## src/sv/rgbhsv_pkg.sv

```systemverilog
// Shared widths and pipeline payload type for the RGB to HSV converter.
package rgbhsv_pkg;

  localparam int CH_W       = 8;   // channel and result byte width
  localparam int SUM_W      = 11;  // hue sector sum, below 6*255
  localparam int HNUM_W     = 19;  // 255 * sum
  localparam int HDIV_W     = 11;  // 6 * chroma
  localparam int SNUM_W     = 16;  // 255 * chroma
  localparam int DIV_STAGES = CH_W;

  typedef struct packed {
    logic              grey;
    logic [CH_W-1:0]   brightness;
    logic [HNUM_W-1:0] hue_rem;
    logic [HDIV_W-1:0] hue_div;
    logic [SNUM_W-1:0] sat_rem;
    logic [CH_W-1:0]   sat_div;
    logic [CH_W-1:0]   hue_q;
    logic [CH_W-1:0]   sat_q;
  } rgbhsv_div_t;

endpackage

```

## src/sv/rgbhsv_front.sv

```systemverilog
// Front stages: channel max/min, chroma, hue sector sum, then dividend and divisor setup.
module rgbhsv_front
  import rgbhsv_pkg::*;
(
  input  logic              clk,
  input  logic              rst_n,
  input  logic              in_valid,
  input  logic [CH_W-1:0]   blue,
  input  logic [CH_W-1:0]   green,
  input  logic [CH_W-1:0]   red,
  output logic              out_valid,
  output rgbhsv_div_t       out_data
);

  logic [CH_W-1:0]  mx, mn, c;
  logic [SUM_W-1:0] sum;

  logic             va_r;
  logic [CH_W-1:0]  mx_r, c_r;
  logic [SUM_W-1:0] sum_r;

  logic             vb_r;
  rgbhsv_div_t      dt_r, dt_nxt;

  always_comb begin
    logic [CH_W-1:0] t_mx, t_mn;
    t_mx = (red > green) ? red : green;
    mx   = (t_mx > blue) ? t_mx : blue;
    t_mn = (red < green) ? red : green;
    mn   = (t_mn < blue) ? t_mn : blue;
    c    = mx - mn;
    // Sector sums stay in [0, 6C); modulo arithmetic in SUM_W bits is exact.
    priority if (mx == blue) begin
      sum = (SUM_W'(c) << 2) + SUM_W'(red) - SUM_W'(green);
    end else if (mx == green) begin
      sum = (SUM_W'(c) << 1) + SUM_W'(blue) - SUM_W'(red);
    end else if (green >= blue) begin
      sum = SUM_W'(green) - SUM_W'(blue);
    end else begin
      sum = (SUM_W'(c) << 2) + (SUM_W'(c) << 1) + SUM_W'(green) - SUM_W'(blue);
    end
  end

  always_ff @(posedge clk) begin
    if (!rst_n) begin
      va_r <= 1'b0;
    end else begin
      va_r <= in_valid;
    end
  end

  always_ff @(posedge clk) begin
    mx_r  <= mx;
    c_r   <= c;
    sum_r <= sum;
  end

  // x * 255 as (x << 8) - x, 6C as 4C + 2C.
  always_comb begin
    dt_nxt            = '0;
    dt_nxt.grey       = (c_r == '0);
    dt_nxt.brightness = mx_r;
    dt_nxt.hue_rem    = (HNUM_W'(sum_r) << CH_W) - HNUM_W'(sum_r);
    dt_nxt.hue_div    = (HDIV_W'(c_r) << 2) + (HDIV_W'(c_r) << 1);
    dt_nxt.sat_rem    = (SNUM_W'(c_r) << CH_W) - SNUM_W'(c_r);
    dt_nxt.sat_div    = mx_r;
  end

  always_ff @(posedge clk) begin
    if (!rst_n) begin
      vb_r <= 1'b0;
    end else begin
      vb_r <= va_r;
    end
  end

  always_ff @(posedge clk) begin
    dt_r <= dt_nxt;
  end

  assign out_valid = vb_r;
  assign out_data  = dt_r;

endmodule

```

## src/sv/rgbhsv_div_stage.sv

```systemverilog
// One restoring-division step for both the hue and the saturation quotients.
module rgbhsv_div_stage
  import rgbhsv_pkg::*;
#(
  parameter int BIT_IDX = 0
)
(
  input  logic        clk,
  input  logic        rst_n,
  input  logic        in_valid,
  input  rgbhsv_div_t in_data,
  output logic        out_valid,
  output rgbhsv_div_t out_data
);

  logic [HNUM_W-1:0] hue_sh;
  logic [SNUM_W-1:0] sat_sh;
  logic              hue_ge, sat_ge;
  logic              valid_r;
  rgbhsv_div_t       data_r, data_nxt;

  assign hue_sh = HNUM_W'(in_data.hue_div) << BIT_IDX;
  assign sat_sh = SNUM_W'(in_data.sat_div) << BIT_IDX;
  assign hue_ge = (in_data.hue_rem >= hue_sh);
  assign sat_ge = (in_data.sat_rem >= sat_sh);

  always_comb begin
    data_nxt = in_data;
    data_nxt.hue_q[BIT_IDX] = hue_ge;
    data_nxt.sat_q[BIT_IDX] = sat_ge;
    if (hue_ge) begin
      data_nxt.hue_rem = in_data.hue_rem - hue_sh;
    end
    if (sat_ge) begin
      data_nxt.sat_rem = in_data.sat_rem - sat_sh;
    end
  end

  always_ff @(posedge clk) begin
    if (!rst_n) begin
      valid_r <= 1'b0;
    end else begin
      valid_r <= in_valid;
    end
  end

  always_ff @(posedge clk) begin
    data_r <= data_nxt;
  end

  assign out_valid = valid_r;
  assign out_data  = data_r;

endmodule

```

## src/sv/rgb_to_hsv_converter.sv

```systemverilog
// Top level of the pipelined 8-bit RGB to HSV converter.
//
// Usage: drive in_blue, in_green and in_red and raise start for one cycle per
// pixel. busy is always low, so a request is taken at every edge where start
// is high, one pixel per clock with no gaps needed.
// Each request gives exactly one result: out_valid is high for one cycle
// with out_hue, out_saturation and out_brightness. Results leave in request
// order, passing through two front stages (max/min and
// sector sum, then dividend setup), eight restoring-division stages that
// each settle one quotient bit of hue and of saturation, and one output
// register. Grey pixels (zero chroma) come out with hue and saturation zero.
// Throughput is one pixel per cycle; the division stages are the depth.
// A synchronous reset (rst_n low) clears all valid bits, dropping any pixel
// in flight; no result appears until new requests arrive.
// The receiver cannot stall: results must be taken in the cycle shown.
module rgb_to_hsv_converter
  import rgbhsv_pkg::*;
(
  input  logic            clk,
  input  logic            rst_n,
  input  logic            start,
  output logic            busy,
  input  logic [CH_W-1:0] in_blue,
  input  logic [CH_W-1:0] in_green,
  input  logic [CH_W-1:0] in_red,
  output logic            out_valid,
  output logic [CH_W-1:0] out_hue,
  output logic [CH_W-1:0] out_saturation,
  output logic [CH_W-1:0] out_brightness
);

  logic        pipe_v [0:DIV_STAGES];
  rgbhsv_div_t pipe_d [0:DIV_STAGES];

  logic            out_valid_r;
  logic [CH_W-1:0] hue_r, sat_r, bright_r;

  assign busy = 1'b0;

  rgbhsv_front u_front (
    .clk      (clk),
    .rst_n    (rst_n),
    .in_valid (start),
    .blue     (in_blue),
    .green    (in_green),
    .red      (in_red),
    .out_valid(pipe_v[0]),
    .out_data (pipe_d[0])
  );

  // Quotient bits from the top down, one per stage.
  for (genvar i = 0; i < DIV_STAGES; i++) begin : g_div
    rgbhsv_div_stage #(
      .BIT_IDX(DIV_STAGES - 1 - i)
    ) u_stage (
      .clk      (clk),
      .rst_n    (rst_n),
      .in_valid (pipe_v[i]),
      .in_data  (pipe_d[i]),
      .out_valid(pipe_v[i+1]),
      .out_data (pipe_d[i+1])
    );
  end

  always_ff @(posedge clk) begin
    if (!rst_n) begin
      out_valid_r <= 1'b0;
    end else begin
      out_valid_r <= pipe_v[DIV_STAGES];
    end
  end

  // Zero chroma divides by zero in the stages; force hue and saturation to zero.
  always_ff @(posedge clk) begin
    hue_r    <= pipe_d[DIV_STAGES].grey ? '0 : pipe_d[DIV_STAGES].hue_q;
    sat_r    <= pipe_d[DIV_STAGES].grey ? '0 : pipe_d[DIV_STAGES].sat_q;
    bright_r <= pipe_d[DIV_STAGES].brightness;
  end

  assign out_valid      = out_valid_r;
  assign out_hue        = hue_r;
  assign out_saturation = sat_r;
  assign out_brightness = bright_r;

endmodule

```

## config.mk

```make
export PLATFORM = sky130hd
export DESIGN_NAME = rgb_to_hsv_converter
export DESIGN_NICKNAME = d
export VERILOG_FILES = /design/src/sv/rgbhsv_pkg.sv /design/src/sv/rgbhsv_front.sv /design/src/sv/rgbhsv_div_stage.sv /design/src/sv/rgb_to_hsv_converter.sv
export SDC_FILE = /design/constraint.sdc
export NUM_CORES = 1
export LEC_CHECK = 0
export ABC_AREA = 1
export BUFFER_PORTS_ARGS = -buffer_cell sky130_fd_sc_hd__buf_4
export CAP_MARGIN = 10
export CORE_MARGIN = 3
export CORE_UTILIZATION = 35
export CTS_BUF_LIST = sky130_fd_sc_hd__clkbuf_16
export CTS_CLUSTER_SIZE = 12
export DETAILED_ROUTE_END_ITERATION = 10
export SYNTH_ARGS = -nofsm -noshare
export SYNTH_HDL_FRONTEND = slang
export SYNTH_SLANG_ARGS = --single-unit
```

## constraint.sdc

```tcl
create_clock -name clk -period 7.25 [get_ports clk]
set_input_delay 0.3625 -clock clk [delete_from_list [all_inputs] [get_ports clk]]
set_output_delay 0.3625 -clock clk [all_outputs]
set_load 0.01 [all_outputs]
```

=== Word-level counts from Yosys, hierarchy flattened ===
Index checks and enable logic that the tools add are counted.

* Logic and storage cells: 146
* Input port bits: 27
* Register bits: 583
* Output and inout bits: 26

* Mux-type cells: 21
* Order comparisons: 21
* Eq/ne operators: 2
* Add/subtract/negate cells: 26
* Reduce and logical (&&, ||, !) cells: 1

{| class="wikitable"
|+ Operator list
! cell !! count
|-
| $mux 19 || 7
|-
| $mux 16 || 7
|-
| $mux 11 || 3
|-
| $sub 11x8->11 || 3
|-
| $mux 8 || 4
|-
| $add 10x9->11 || 2
|-
| $ge 19x11->1 || 1
|-
| $ge 19x12->1 || 1
|-
| $ge 19x13->1 || 1
|-
| $ge 19x14->1 || 1
|-
| $ge 19x15->1 || 1
|-
| $ge 19x16->1 || 1
|-
| $ge 19x17->1 || 1
|-
| $ge 19x18->1 || 1
|-
| $sub 19x11->19 || 1
|-
| $sub 19x12->19 || 1
|-
| $sub 19x13->19 || 1
|-
| $sub 19x14->19 || 1
|-
| $sub 19x15->19 || 1
|-
| $sub 19x16->19 || 1
|-
| $sub 19x17->19 || 1
|-
| $sub 19x18->19 || 1
|-
| $eq 8x8->1 || 2
|-
| $ge 16x10->1 || 1
|-
| 24 further kinds || 26
|}

=== Depth between registers and ports, before layout ===
Gate-level depths: netlist (run 1).

* Depth after elaboration: 11
* Depth in mapped cells: 46
* Gate-level depth less buffers: 45

=== Cells and area by module ===
A second synthesis (run 1) with hierarchy kept.

* Cells, all modules: 4,504
* Area, all modules: 35,385.2 µm²

{| class="wikitable"
|+ Modules (own cells, without submodules)
! module !! times used !! cells each !! area each (µm²) !! sequential area each (µm²)
|-
| rgbhsv_front || 1 || 849 || 6,877.8 || 1,621.6
|-
| rgbhsv_div_stage (g_div[7].u_stage) || 1 || 480 || 3,772.4 || 1,601.5
|-
| rgbhsv_div_stage (g_div[5].u_stage) || 1 || 486 || 3,648.5 || 1,601.5
|-
| rgbhsv_div_stage (g_div[6].u_stage) || 1 || 458 || 3,569.7 || 1,601.5
|-
| rgbhsv_div_stage (g_div[2].u_stage) || 1 || 459 || 3,458.3 || 1,601.5
|-
| rgbhsv_div_stage (g_div[3].u_stage) || 1 || 453 || 3,455.8 || 1,601.5
|-
| rgbhsv_div_stage (g_div[4].u_stage) || 1 || 446 || 3,417.0 || 1,601.5
|-
| rgbhsv_div_stage (g_div[1].u_stage) || 1 || 424 || 3,345.7 || 1,601.5
|-
| rgbhsv_div_stage (g_div[0].u_stage) || 1 || 386 || 3,166.8 || 1,601.5
|-
| rgb_to_hsv_converter || 1 || 63 || 673.1 || 500.5
|}

=== Worst setup path before layout (run 1) ===
Ideal clock, no wire load.

* Path kind: input to register
* Start point: input port in_red[0]
* End point: register u_front.sum_r[10]
* Path slack: 676 ps
* Required time: 7,180 ps
* Buffers on the path: 1
* Stages: 38
* Setup time: 70 ps
* Data arrival time: 6,504 ps
* Path through: inv_1 ha_1 inv_1 fa_1 nand3_1 nand2_1 nand2_2 nand2_4 buf_2 o21ai_0 ha_1 a21oi_1 nor2_1 a211oi_1 nand2_4 inv_8 a31oi_1 ha_1 [2 not listed] xor2_1 inv_1 fa_1 fa_1 inv_1 ha_1 a21oi_1 nor2_1 nor2_1 nor2_1 nor2_1 nor2_1 nor2_1 xnor2_1 nand2_1 a21oi_1 nor2_1 a21oi_1

* Word-level cells in the longest chain between the ends: 11
* Elaborated cells on any way between the ends: 21
* Classes of those cells: add/sub: 8; order compare: 4; eq/ne: 2; mux: 7

{| class="wikitable"
|+ RTL lines
! element !! line !! source
|-
| from (decl) || rgb_to_hsv_converter.sv:25 || <nowiki>input logic [CH_W-1:0] in_red,</nowiki>
|-
| $gt 8x8->1 or $lt 8x8->1 (tied branches) || rgbhsv_front.sv:27, rgbhsv_front.sv:29 ||
|-
| $mux 8, on equally long branches || rgbhsv_front.sv:27, rgbhsv_front.sv:29 ||
|-
| $gt 8x8->1 or $lt 8x8->1 (tied branches) || rgbhsv_front.sv:28, rgbhsv_front.sv:30 ||
|-
| $mux 8, on equally long branches || rgbhsv_front.sv:28, rgbhsv_front.sv:30 ||
|-
| $sub 8x8->8 * || rgbhsv_front.sv:31 || <nowiki>c = mx - mn;</nowiki>
|-
| named net u_front.c[4] || rgbhsv_front.sv:15 || <nowiki>logic [CH_W-1:0] mx, mn, c;</nowiki>
|-
| $add 10x9->11 || rgbhsv_front.sv:40 || <nowiki>sum = (SUM_W'(c) << 2) + (SUM_W'(c) << 1) + SUM_W'(green) - SUM_W'(blue);</nowiki>
|-
| $add 11x8->11 || rgbhsv_front.sv:40 ||
|-
| $sub 11x8->11 || rgbhsv_front.sv:40 ||
|-
| $mux 11 || rgbhsv_front.sv:37 || <nowiki>end else if (green >= blue) begin</nowiki>
|-
| $mux 11 || rgbhsv_front.sv:35 || <nowiki>end else if (mx == green) begin</nowiki>
|-
| $mux 11 * || rgbhsv_front.sv:33 || <nowiki>priority if (mx == blue) begin</nowiki>
|-
| named net u_front.sum[10] || rgbhsv_front.sv:16 || <nowiki>logic [SUM_W-1:0] sum;</nowiki>
|-
| to (signal assigned) || rgbhsv_front.sv:55 || <nowiki>sum_r <= sum;</nowiki>
|-
| to (decl) || rgbhsv_front.sv:20 || <nowiki>logic [SUM_W-1:0] sum_r;</nowiki>
|}

Mark *: on every way through the listed nets, which the timed path passes. The rest lies on a longest branch.
A chain may end at the register's enable or synchronous reset.

=== Final worst setup path (run 1) ===
* Start point: input port in_red[0]
* End point: register u_front.sum_r[10]

* Word-level cells in the longest chain between the ends: 11
* Elaborated cells on any way between the ends: 21
* Classes of those cells: add/sub: 8; order compare: 4; eq/ne: 2; mux: 7

{| class="wikitable"
|+ RTL lines
! element !! line
|-
| $gt 8x8->1 or $lt 8x8->1 (tied branches) || rgbhsv_front.sv:27, rgbhsv_front.sv:29
|-
| $mux 8, on equally long branches || rgbhsv_front.sv:27, rgbhsv_front.sv:29
|-
| $gt 8x8->1 or $lt 8x8->1 (tied branches) || rgbhsv_front.sv:28, rgbhsv_front.sv:30
|-
| $mux 8, on equally long branches || rgbhsv_front.sv:28, rgbhsv_front.sv:30
|-
| $sub 8x8->8 || rgbhsv_front.sv:31
|-
| $add 10x9->11 || rgbhsv_front.sv:40
|-
| $add 11x8->11 || rgbhsv_front.sv:40
|-
| $sub 11x8->11 || rgbhsv_front.sv:40
|-
| $mux 11 || rgbhsv_front.sv:37
|-
| $mux 11 || rgbhsv_front.sv:35
|-
| $mux 11 * || rgbhsv_front.sv:33
|-
| named net u_front.sum[10] || rgbhsv_front.sv:16
|}

Marked as above.

==> metrics.md, run 1 <==
| Metric | Value |
|---|---|
| Clock skew | `0.0115 ns` |
| Via count | `17200` |
| #FFs+latches synth | `560` |
| Initial antenna violation count | `1` |
| Net Count, Synth | `3076` |
| CP endpoint kind | `flop` |
| FP Rows | `96` |
| CP arrival | `7.02 ns` |
| Total track usage | `between 10% and 20%` |
| Port buffer count | `51` |
| Status | `finished, final reports clean` |
| Setup TNS | `0 ns` |
| Most used DFF post-synth | `dfxtp_1` |
| IO Count | `53` |
| Simple-gate share of the synthesized area | `13.8%` |
| Largest net degree at the start of global routing | `24` |
| Finish-stage setup viols | `0` |
| Async SR Flop Fraction | `0%` |
| Resized cells post-CTS | `0` |
| # diodes | `0` |
| CTS tree | `built` |
| Clock transition at the registers of the reported paths | `about 0.060 ns` |
| DRT Wirelength | `just under 50000 µm` |
| Netlist Area Pre-Place | `0.0248 mm²` |
| # nets final | `3183` |
| Starting density of the core | `35.7%` |
| Residual DRC | `0` |
| Worst EP required | `7.77 ns` |
| Share of layout cells above drive strength 1 | `7.20%` |
| Fill cells | `6911` |
| Chip width | `272 µm` |
| Synth Area in Compound Gates | `11.1%` |
| Post-route minimum period | `6.51 ns` |
| Slew HR | `24.1%` |
| Number of global-route vias before repair | `16800` |
| Fin crit share | `89.7%` |
| CTS Buffer Depth | `3` |
| Most frequent cells in the layout | `dfxtp_1, inv_1, nand2_1, ha_1, nor2_1` |
| Clk sinks | `560` |
| Syn Area/Cell | `8.95 µm²` |
| Remaining Overflow, GRT | `0` |
| First-pass GRT wire length | `80200 µm` |
| Worst path max stage delay | `0.51 ns` |
| RePlAce Congestion | `~0.9` |
| Post-synthesis mux area share | `less than 1%` |
| YS warnings | `0` |
| Die height | `between 200 and 300 µm` |
| Synth cell types | `68` |
| Slew Viols, Final | `0` |
| Drt first pass iters | `5` |
| DRT iter0 DRCs | `roughly 770` |
| Worst Hold Class | `in2reg` |
| Vias per std cell | `approximately 4.5` |
| Root Buffer Master | `clkbuf_16` |
| Achievable clock frequency | `0.154 GHz` |
| Largest family of logic cells by synthesized area | `adder cells` |
| Slew @ Worst Pin | `between 1 and 1.5 ns` |
| CTS Buf Count | `57` |
| Crit start category | `primary input` |
| Total of max-cap violations | `0` |
| Slowest cell on the critical path | `fa_1` |
| Register area share after synthesis | `45.3%` |
| Clk Latency, worst-skew pair | `0.59 ns` |
| DR WL/cell | `12.7 µm` |
| Post-Synthesis Cells | `2765` |
| Area Growth Syn to Fin | `13.1%` |
| Hold Fails Final Rpt | `0` |
| RSZ-0062 raised after global routing | `no` |
| H-tree depth | `2` |
| Xor/xnor cell area share of the yosys netlist | `7.11%` |
| Area of the core | `0.0693 mm²` |
| Post-route ant nets | `0` |
| Post-synth EDFFs | `0` |
| Adder-cell share of the synthesized area | `between 10% and 20%` |
| DP Wirelength | `38400 µm` |
| Most frequent CP cell | `nor2_1` |
| WS Path Type | `in2reg` |
| Commonest non-fill, non-tap cell in the layout | `dfxtp_1` |
| Full die area | `0.0740 mm²` |
| Crit-path max FO | `15` |
## area by class of cell
| class | count | area (µm²) | share of cell area, % |
|---|---|---|---|
| clock buffers | 57 | 1430 | 5.09 |
| clock inverters | 33 | 201 | 0.719 |
| inverters | 427 | 1610 | 5.75 |
| multi-input cells | 1749 | 11800 | 42.2 |
| flip-flops and latches | 560 | 11200 | 40.0 |
| well taps | 931 | 1160 | 4.16 |
| repair buffers | 77 | 586 | 2.09 |
## stage by stage
step	hold slack, ns	instance area (µm²)	cells	setup WS [ns]	util, %
2_1_floorplan	0.310	24800	2765	0.676	-
3_3_place_gp	0.310	26300	3741	0.286	38.0
3_5_place_dp	0.312	26300	3741	0.221	38.0
4_1_cts	0.159	28000	3834	0.794	40.4
5_1_grt	0.197	28000	3834	0.0935	40.4
6_report	0.224	28000	3834	0.745	40.4
## critical path, delay by kind of cell
kind            cells  cell delay, ns
fa+ha+maj           7            2.49
compound gates     10            1.61
simple gates       16            1.29
buf+inv             8            0.80
xor+xnor            2            0.45
## Yosys cell counts (3+ instances only)
| cell type | instances | area, µm² |
|---|---|---|
| o21a_1 | 4 | 30.0 |
| nor2_1 | 224 | 841 |
| clkbuf_1 | 22 | 82.6 |
| o21bai_1 | 11 | 82.6 |
| a2111oi_0 | 3 | 26.3 |
| o21ai_0 | 156 | 781 |
| nand2_2 | 17 | 106 |
| nor4_1 | 28 | 175 |
| inv_1 | 413 | 1550 |
| or4_1 | 5 | 37.5 |
| a21oi_1 | 196 | 981 |
| nand2_4 | 4 | 45.0 |
| o211ai_1 | 9 | 67.6 |
| a221oi_1 | 5 | 43.8 |
| xnor2_1 | 69 | 604 |
| a211oi_1 | 16 | 120 |
| inv_2 | 10 | 37.5 |
| ha_1 | 242 | 3030 |
| dfxtp_1 | 560 | 11200 |
| o21ai_1 | 22 | 110 |
| o21ai_2 | 13 | 114 |
| or2_2 | 9 | 56.3 |
| and2_1 | 6 | 37.5 |
| fa_1 | 42 | 841 |
| a21oi_4 | 3 | 48.8 |
| a31oi_1 | 10 | 62.6 |
| clkinv_1 | 3 | 11.3 |
| nand3_1 | 67 | 335 |
| nand3b_1 | 11 | 82.6 |
| a21o_1 | 5 | 37.5 |
| nand3_2 | 4 | 40.0 |
| o31ai_1 | 3 | 22.5 |
| xor2_1 | 130 | 1140 |
| nand4_1 | 20 | 125 |
| buf_2 | 4 | 20.0 |
| a211o_1 | 3 | 26.3 |
| nor3_1 | 26 | 130 |
| nand2_1 | 354 | 1330 |
## final timing paths
check | startpoint | to | slack [ns] | depth (start not counted)
hold reg to reg | g_div[4].u_stage.out_data[14]$_DFF_P_ | g_div[5].u_stage.out_data[14]$_DFF_P_ | 0.32 | 0
setup reg to reg | g_div[2].u_stage.out_data[73]$_DFF_P_ | g_div[3].u_stage.out_data[39]$_DFF_P_ | 3.90 | 14
setup / recovery | in_red[0] | u_front.sum_r[10]$_DFF_P_ | 0.74 | 43
hold / removal | in_blue[7] | u_front.mx_r[7]$_DFF_P_ | 0.22 | 3
## timing repair
item | 4_1_cts | 5_1_grt
setup buffers | 0 | 0
hold endpoints to repair | 8 | 0
hold buffers | 3 | 0
## sequential cells by signal, summed over array words and instances, names as in the netlist
register / flops
g_div.u_stage.out_data: 446
u_front.out_data: 52
u_front.sum_r: 11
g_div.u_stage.out_valid: 8
out_brightness: 8
out_hue: 8
out_saturation: 8
u_front.c_r: 8
u_front.mx_r: 8
out_valid: 1
u_front.out_valid: 1
u_front.va_r: 1
## per-layer routing
layer	track usage, %	part of all wire (%)
met5	0	0
met4	4.86	3.5
met3	2.17	3.6
met2	23.8	48
met1	15.6	45
## logic make-up (layout without fill, tap and decap cells)
family / after synthesis / count (layout)
XOR/XNOR: 200 / 200
AND/OR/NAND/NOR: 784 / 784
AO/OA/AOI/OAI: 478 / 478
adder cells (fa/ha/maj): 284 / 284
multiplexers: 2 / 2
flip-flops: 560 / 560
buffers and inverters: 456 / 594
other: 1 / 1
Power of run 1 is not shown: default switching activity piles up to over one toggle a cycle in this logic, so the estimate is an artifact.
==> inputs of run 2 (changes only) <==
--- a/config.mk
+++ b/config.mk
@@ -6,7 +6,7 @@
 export NUM_CORES = 1
 export LEC_CHECK = 0
 export ABC_AREA = 1
-export BUFFER_PORTS_ARGS = -buffer_cell sky130_fd_sc_hd__buf_4
+export BUFFER_PORTS_ARGS = -buffer_cell sky130_fd_sc_hd__buf_2
 export CAP_MARGIN = 10
 export CORE_MARGIN = 3
 export CORE_UTILIZATION = 35
==> metrics.md, run 2 (synthesis gave the netlist of run 1 again) <==
| Metric | Value |
|---|---|
| Worst path max stage delay | `0.51 ns (about the same)` |
| CP arrival | `6.91 ns (was 7.02 ns)` |
| DR WL/cell | `12.5 µm (was 12.7 µm)` |
| Finish-stage setup viols | `0 (unchanged)` |
| Chip width | `272 µm (unchanged)` |
| Status | `finished, final reports clean (unchanged)` |
| Commonest non-fill, non-tap cell in the layout | `dfxtp_1 (unchanged)` |
| Die height | `272 µm (unchanged)` |
| # diodes | `0 (unchanged)` |
| Clock skew | `0.0171 ns (was 0.0115 ns)` |
| Clk sinks | `560 (unchanged)` |
| CP endpoint kind | `flop (unchanged)` |
| Slew @ Worst Pin | `1.06 ns (was 1.13 ns)` |
| Achievable clock frequency | `0.157 GHz (was 0.154 GHz)` |
| Routed wl met3 | `1740 µm (was 1750 µm)` |
| Slowest cell on the critical path | `fa_1 (unchanged)` |
| Number of global-route vias before repair | `17100 (was 16800)` |
| Largest net degree at the start of global routing | `24 (unchanged)` |
| RSZ-0062 raised after global routing | `no (unchanged)` |
| # nets final | `3180 (was 3183)` |
| Worst EP required | `7.77 ns (about the same)` |
| Slew Viols, Final | `0 (unchanged)` |
| Drt first pass iters | `5 (unchanged)` |
| CTS Buffer Depth | `3 (unchanged)` |
| Met1 WL | `21300 µm (was 21700 µm)` |
| Total of max-cap violations | `0 (unchanged)` |
| Share of layout cells above drive strength 1 | `7.40% (was 7.20%)` |
| Vias per std cell | `4.50 (was 4.48)` |
| Total track usage | `13.1% (about the same)` |
| H-tree depth | `2 (unchanged)` |
| Area Growth Syn to Fin | `12.9% (was 13.1%)` |
| Residual DRC | `0 (unchanged)` |
| WS Path Type | `in2reg (unchanged)` |
| Root Buffer Master | `clkbuf_16 (unchanged)` |
| Via count | `17200 (about the same)` |
| Largest register FFs | `446 (unchanged)` |
| IO Count | `53 (unchanged)` |
| RePlAce Congestion | `0.924 (was 0.919)` |
| Met2 wire length | `23200 µm (was 23400 µm)` |
| DRT Wirelength | `47900 µm (was 48600 µm)` |
| Clk Latency, worst-skew pair | `0.60 ns (was 0.59 ns)` |
| Post-route ant nets | `0 (unchanged)` |
| Crit-path max FO | `16 (was 15)` |
| Slew HR | `28.8% (was 24.1%)` |
| DRT iter0 DRCs | `810 (was 768)` |
| Post-route minimum period | `6.39 ns (was 6.51 ns)` |
| CTS Buf Count | `58 (was 57)` |
| Fin crit share | `88.1% (was 89.7%)` |
| Worst Hold Class | `in2reg (unchanged)` |
| CTS tree | `built (unchanged)` |
| Hold Fails Final Rpt | `0 (unchanged)` |
| First-pass GRT wire length | `80300 µm (was 80200 µm)` |
| Remaining Overflow, GRT | `0 (unchanged)` |
| Most frequent cells in the layout | `dfxtp_1, inv_1, nand2_1, ha_1, nor2_1 (unchanged)` |
| Setup TNS | `0 ns (unchanged)` |
| FP Rows | `96 (unchanged)` |
| Top Metal Used | `met4 (unchanged)` |
| Crit start category | `primary input (unchanged)` |
| DP Wirelength | `38300 µm (was 38400 µm)` |
| Starting density of the core | `35.7% (unchanged)` |
| Post-CTS Setup Bufs | `0 (unchanged)` |
| Clock transition at the registers of the reported paths | `0.06 ns (about the same)` |
| Full die area | `0.0740 mm² (unchanged)` |
| Most frequent CP cell | `nor2_1 (unchanged)` |
| Initial antenna violation count | `0 (was 1)` |
| Port buffer count | `51 (unchanged)` |
| Area of the core | `0.0693 mm² (unchanged)` |
-- run 2: changes by cell type in the layout (fill, tap and decap cells not counted), moves of 2 or more --
cell / delta
buf_4: -53
clkinv_1: -2
clkinv_2: +4
dlygate4sd3_1: -2
clkbuf_16: +2
buf_2: +51
-- run 2: critical path, delay by kind of cell --
kind / cells / cell delay (ns)
compound gates: 9 / 1.86
fa+ha+maj: 7 / 2.49
simple gates: 15 / 1.22
xor+xnor: 2 / 0.35
buf+inv: 5 / 0.62
-- run 2: per-layer routing --
layer,track usage (%),vias up
met4,4.76,0
met1,15.5,7677
li1,-,9193
met3,2.16,111
met2,23.7,263
met5,0,-
-- run 2: final timing paths --
path	slack, ns	cells after the start	start	end
worst max-delay path	0.86	38	in_green[6]	u_front.sum_r[10]$_DFF_P_
worst min-delay path	0.09	3	rst_n	out_valid$_SDFF_PN0_
worst max register to register	3.95	14	g_div[2].u_stage.out_data[73]$_DFF_P_	g_div[3].u_stage.out_data[39]$_DFF_P_
worst min register to register	0.32	0	g_div[5].u_stage.out_data[78]$_DFF_P_	g_div[6].u_stage.out_data[78]$_DFF_P_
-- run 2: repair_timing --
item,in CTS,in global routing
hold buffers,1,0
resized for setup,0,0
hold endpoints to repair,1,0
-- run 2: metrics by stage --
stage | hold WS (ns) | std cells | cell area [µm²] | setup slack, ns | util, %
floorplan | 0.310 | 2765 | 24800 | 0.676 | -
global placement | 0.310 | 3738 | 26200 | 0.313 | 37.8
detailed placement | 0.312 | 3738 | 26200 | 0.240 | 37.8
CTS | 0.0398 | 3834 | 27900 | 0.852 | 40.3
global route | 0.0600 | 3835 | 27900 | 0.0996 | 40.3
finish | 0.0875 | 3835 | 27900 | 0.860 | 40.3
-- run 2: final cells by class --
type,count,area (µm²)
Multi-Input combinational cell,1749,11800
Timing Repair Buffer,73,423
Inverter,427,1610
Clock buffer,59,1480
Fill cell,6913,41400
Tap cell,931,1160
Clock inverter,36,250
Sequential cell,560,11200
Power of run 2 is left out for the same reason.
==> inputs of run 3 (changes only) <==
==> constraint.sdc (replaced) <==
create_clock -name clk -period 6.58 [get_ports clk]
set_input_delay 0.329 -clock clk [delete_from_list [all_inputs] [get_ports clk]]
set_output_delay 0.329 -clock clk [all_outputs]
set_load 0.01 [all_outputs]
==> metrics.md, run 3 (synthesis gave the netlist of run 1 again) <==
| Metric | Value |
|---|---|
| Most frequent cells in the layout | `dfxtp_1, inv_1, nand2_1, ha_1, nor2_1 (unchanged)` |
| Via count | `17400 (was 17200)` |
| Achievable clock frequency | `between 0.15 and 0.2 GHz` |
| Port buffer count | `51 (unchanged)` |
| DR WL/cell | `12.5 µm (about the same)` |
| Share of layout cells above drive strength 1 | `8.79% (was 7.40%)` |
| Slowest cell on the critical path | `fa_1 (unchanged)` |
| CP endpoint kind | `flop (unchanged)` |
| Crit-path max FO | `15 (was 16)` |
| # diodes | `0 (unchanged)` |
| DRT Wirelength | `48400 µm (was 47900 µm)` |
| Slew Viols, Final | `0 (unchanged)` |
| Reg2reg end | `g_div[3].u_stage.out_data[39]$_DFF_P_ (unchanged)` |
| Clk sinks | `560 (unchanged)` |
| # nets final | `3226 (was 3180)` |
| Commonest non-fill, non-tap cell in the layout | `dfxtp_1 (unchanged)` |
| Crit start category | `primary input (unchanged)` |
| Area Growth Syn to Fin | `14.3% (was 12.9%)` |
| Area of the core | `0.0693 mm² (unchanged)` |
| R2R depth | `14 (unchanged)` |
| Reg2Reg Setup Slack | `3.27 ns (was 3.95 ns)` |
| Worst r2r src | `g_div[2].u_stage.out_data[73]$_DFF_P_ (unchanged)` |
| H-tree depth | `2 (unchanged)` |
| WS Path Type | `in2reg (unchanged)` |
| Fin crit share | `between 90% and 100%` |
| Setup TNS | `0 ns (unchanged)` |
| Fin area | `0.0283 mm² (was 0.0279 mm²)` |
| CP arrival | `6.61 ns (was 6.91 ns)` |
| Initial antenna violation count | `0 (unchanged)` |
| Total track usage | `13.2% (was 13.1%)` |
| Number of global-route vias before repair | `17200 (was 17100)` |
| Clock transition at the registers of the reported paths | `0.06 ns (about the same)` |
| Clock skew | `0.0290 ns (was 0.0171 ns)` |
| IO Count | `53 (unchanged)` |
| Full die area | `0.0740 mm² (unchanged)` |
| Worst Hold Class | `in2reg (unchanged)` |
| Worst path max stage delay | `0.53 ns (was 0.51 ns)` |
| Most frequent CP cell | `nor2_1 (unchanged)` |
| Clk Latency, worst-skew pair | `0.61 ns (was 0.60 ns)` |
| Largest net degree at the start of global routing | `24 (unchanged)` |
| CTS tree | `built (unchanged)` |
| Chip width | `272 µm (unchanged)` |
| Worst EP required | `7.10 ns (was 7.77 ns)` |
| Dpl cell area | `0.0265 mm² (was 0.0262 mm²)` |
| Hold endpoint | `u_front.mx_r[7]$_DFF_P_ (was out_valid$_SDFF_PN0_)` |
| CTS Buf Count | `58 (unchanged)` |
| Status | `finished, final reports clean (unchanged)` |
| CTS Buffer Depth | `3 (unchanged)` |
| Post-route minimum period | `6.09 ns` |
| DP Cell Count | `3781 (was 3738)` |
| Hold path cells | `3 (unchanged)` |
| Starting density of the core | `35.7% (unchanged)` |
| DRT iter0 DRCs | `835 (was 810)` |
| RePlAce Congestion | `0.895 (was 0.924)` |
| Slew HR | `39.0% (was 28.8%)` |
| First-pass GRT wire length | `81000 µm (was 80300 µm)` |
| Residual DRC | `0 (unchanged)` |
| Post-route ant nets | `0 (unchanged)` |
| Hold Fails Final Rpt | `0 (unchanged)` |
| Slew @ Worst Pin | `0.912 ns (was 1.06 ns)` |
| Largest register FFs | `446 (unchanged)` |
| DP Wirelength | `38500 µm (was 38300 µm)` |
| Hold path startpoint | `in_blue[7] (was rst_n)` |
| Fill cells | `6859 (was 6913)` |
| Die height | `272 µm (unchanged)` |
| Post-CTS Setup Bufs | `0 (unchanged)` |
| Drt first pass iters | `5 (unchanged)` |
| Vias per std cell | `4.48 (was 4.50)` |
| Finish-stage setup viols | `0 (unchanged)` |
| Root Buffer Master | `clkbuf_16 (unchanged)` |
| Remaining Overflow, GRT | `0 (unchanged)` |
| Post-route insts no fill | `3879 (was 3835)` |
| Total of max-cap violations | `0 (unchanged)` |
| FP Rows | `96 (unchanged)` |
[run 3: area by class of cell]
| cell class | instances | area, µm² | share of cell area [%] |
|---|---|---|---|
| Clock buffer | 59 | 1480 | 5.22 |
| Multi-Input combinational cell | 1749 | 11800 | 41.8 |
| Sequential cell | 560 | 11200 | 39.6 |
| Tap cell | 931 | 1160 | 4.12 |
| Inverter | 427 | 1610 | 5.69 |
| Timing Repair Buffer | 119 | 777 | 2.75 |
| Clock inverter | 34 | 226 | 0.801 |
[run 3: routing by layer]
layer | part of all wire, % | wire, µm | global-route usage [%] | vias to the layer above
li1 | - | - | - | 9284
met3 | 3.7 | 1770 | 2.07 | 105
met1 | 44 | 21500 | 15.6 | 7756
met5 | 0 | 0 | 0 | -
met2 | 49 | 23500 | 24.0 | 240
met4 | 3.4 | 1630 | 4.73 | 0
[run 3: worst max-delay path, delay by kind of cell]
family                     cells  cell delay [ns]
and+or+nand+nor               14             1.03
AOI/OAI and AO/OA              8             1.41
adders and majority gates      7             2.65
xor gates and xnor gates       2             0.33
buffers and inverters          7             0.83
[run 3: worst max-delay path by stage]
| stage | depth (start not counted) | end | startpoint |
|---|---|---|---|
| floorplan | 38 | u_front.sum_r[10]$_DFF_P_ | in_red[0] |
| global placement | 38 | u_front.sum_r[10]$_DFF_P_ | in_green[1] |
| detailed placement | 38 | u_front.sum_r[10]$_DFF_P_ | in_green[1] |
| CTS | 38 | u_front.sum_r[10]$_DFF_P_ | in_green[1] |
| global route | 43 | u_front.sum_r[10]$_DFF_P_ | in_red[0] |
| finish | 38 | u_front.sum_r[10]$_DFF_P_ | in_green[1] |
[run 3: metrics by stage]
stage	setup WS, ns	utilization, %	hold WS, ns
2_1_floorplan	0.0394	-	0.310
3_3_place_gp	-0.0179	38.3	0.310
3_5_place_dp	-0.117	38.3	0.312
4_1_cts	0.484	40.8	0.186
5_1_grt	-0.00314	40.8	0.211
6_report	0.490	40.8	0.249
[run 3: timing repair]
action                                 4_1_cts  5_1_grt
hold buffers                                 3        0
endpoints found under the hold margin        9        0
setup endpoints to repair                    0        1
resized for setup                            0        3
Power of run 3 is left out for the same reason.
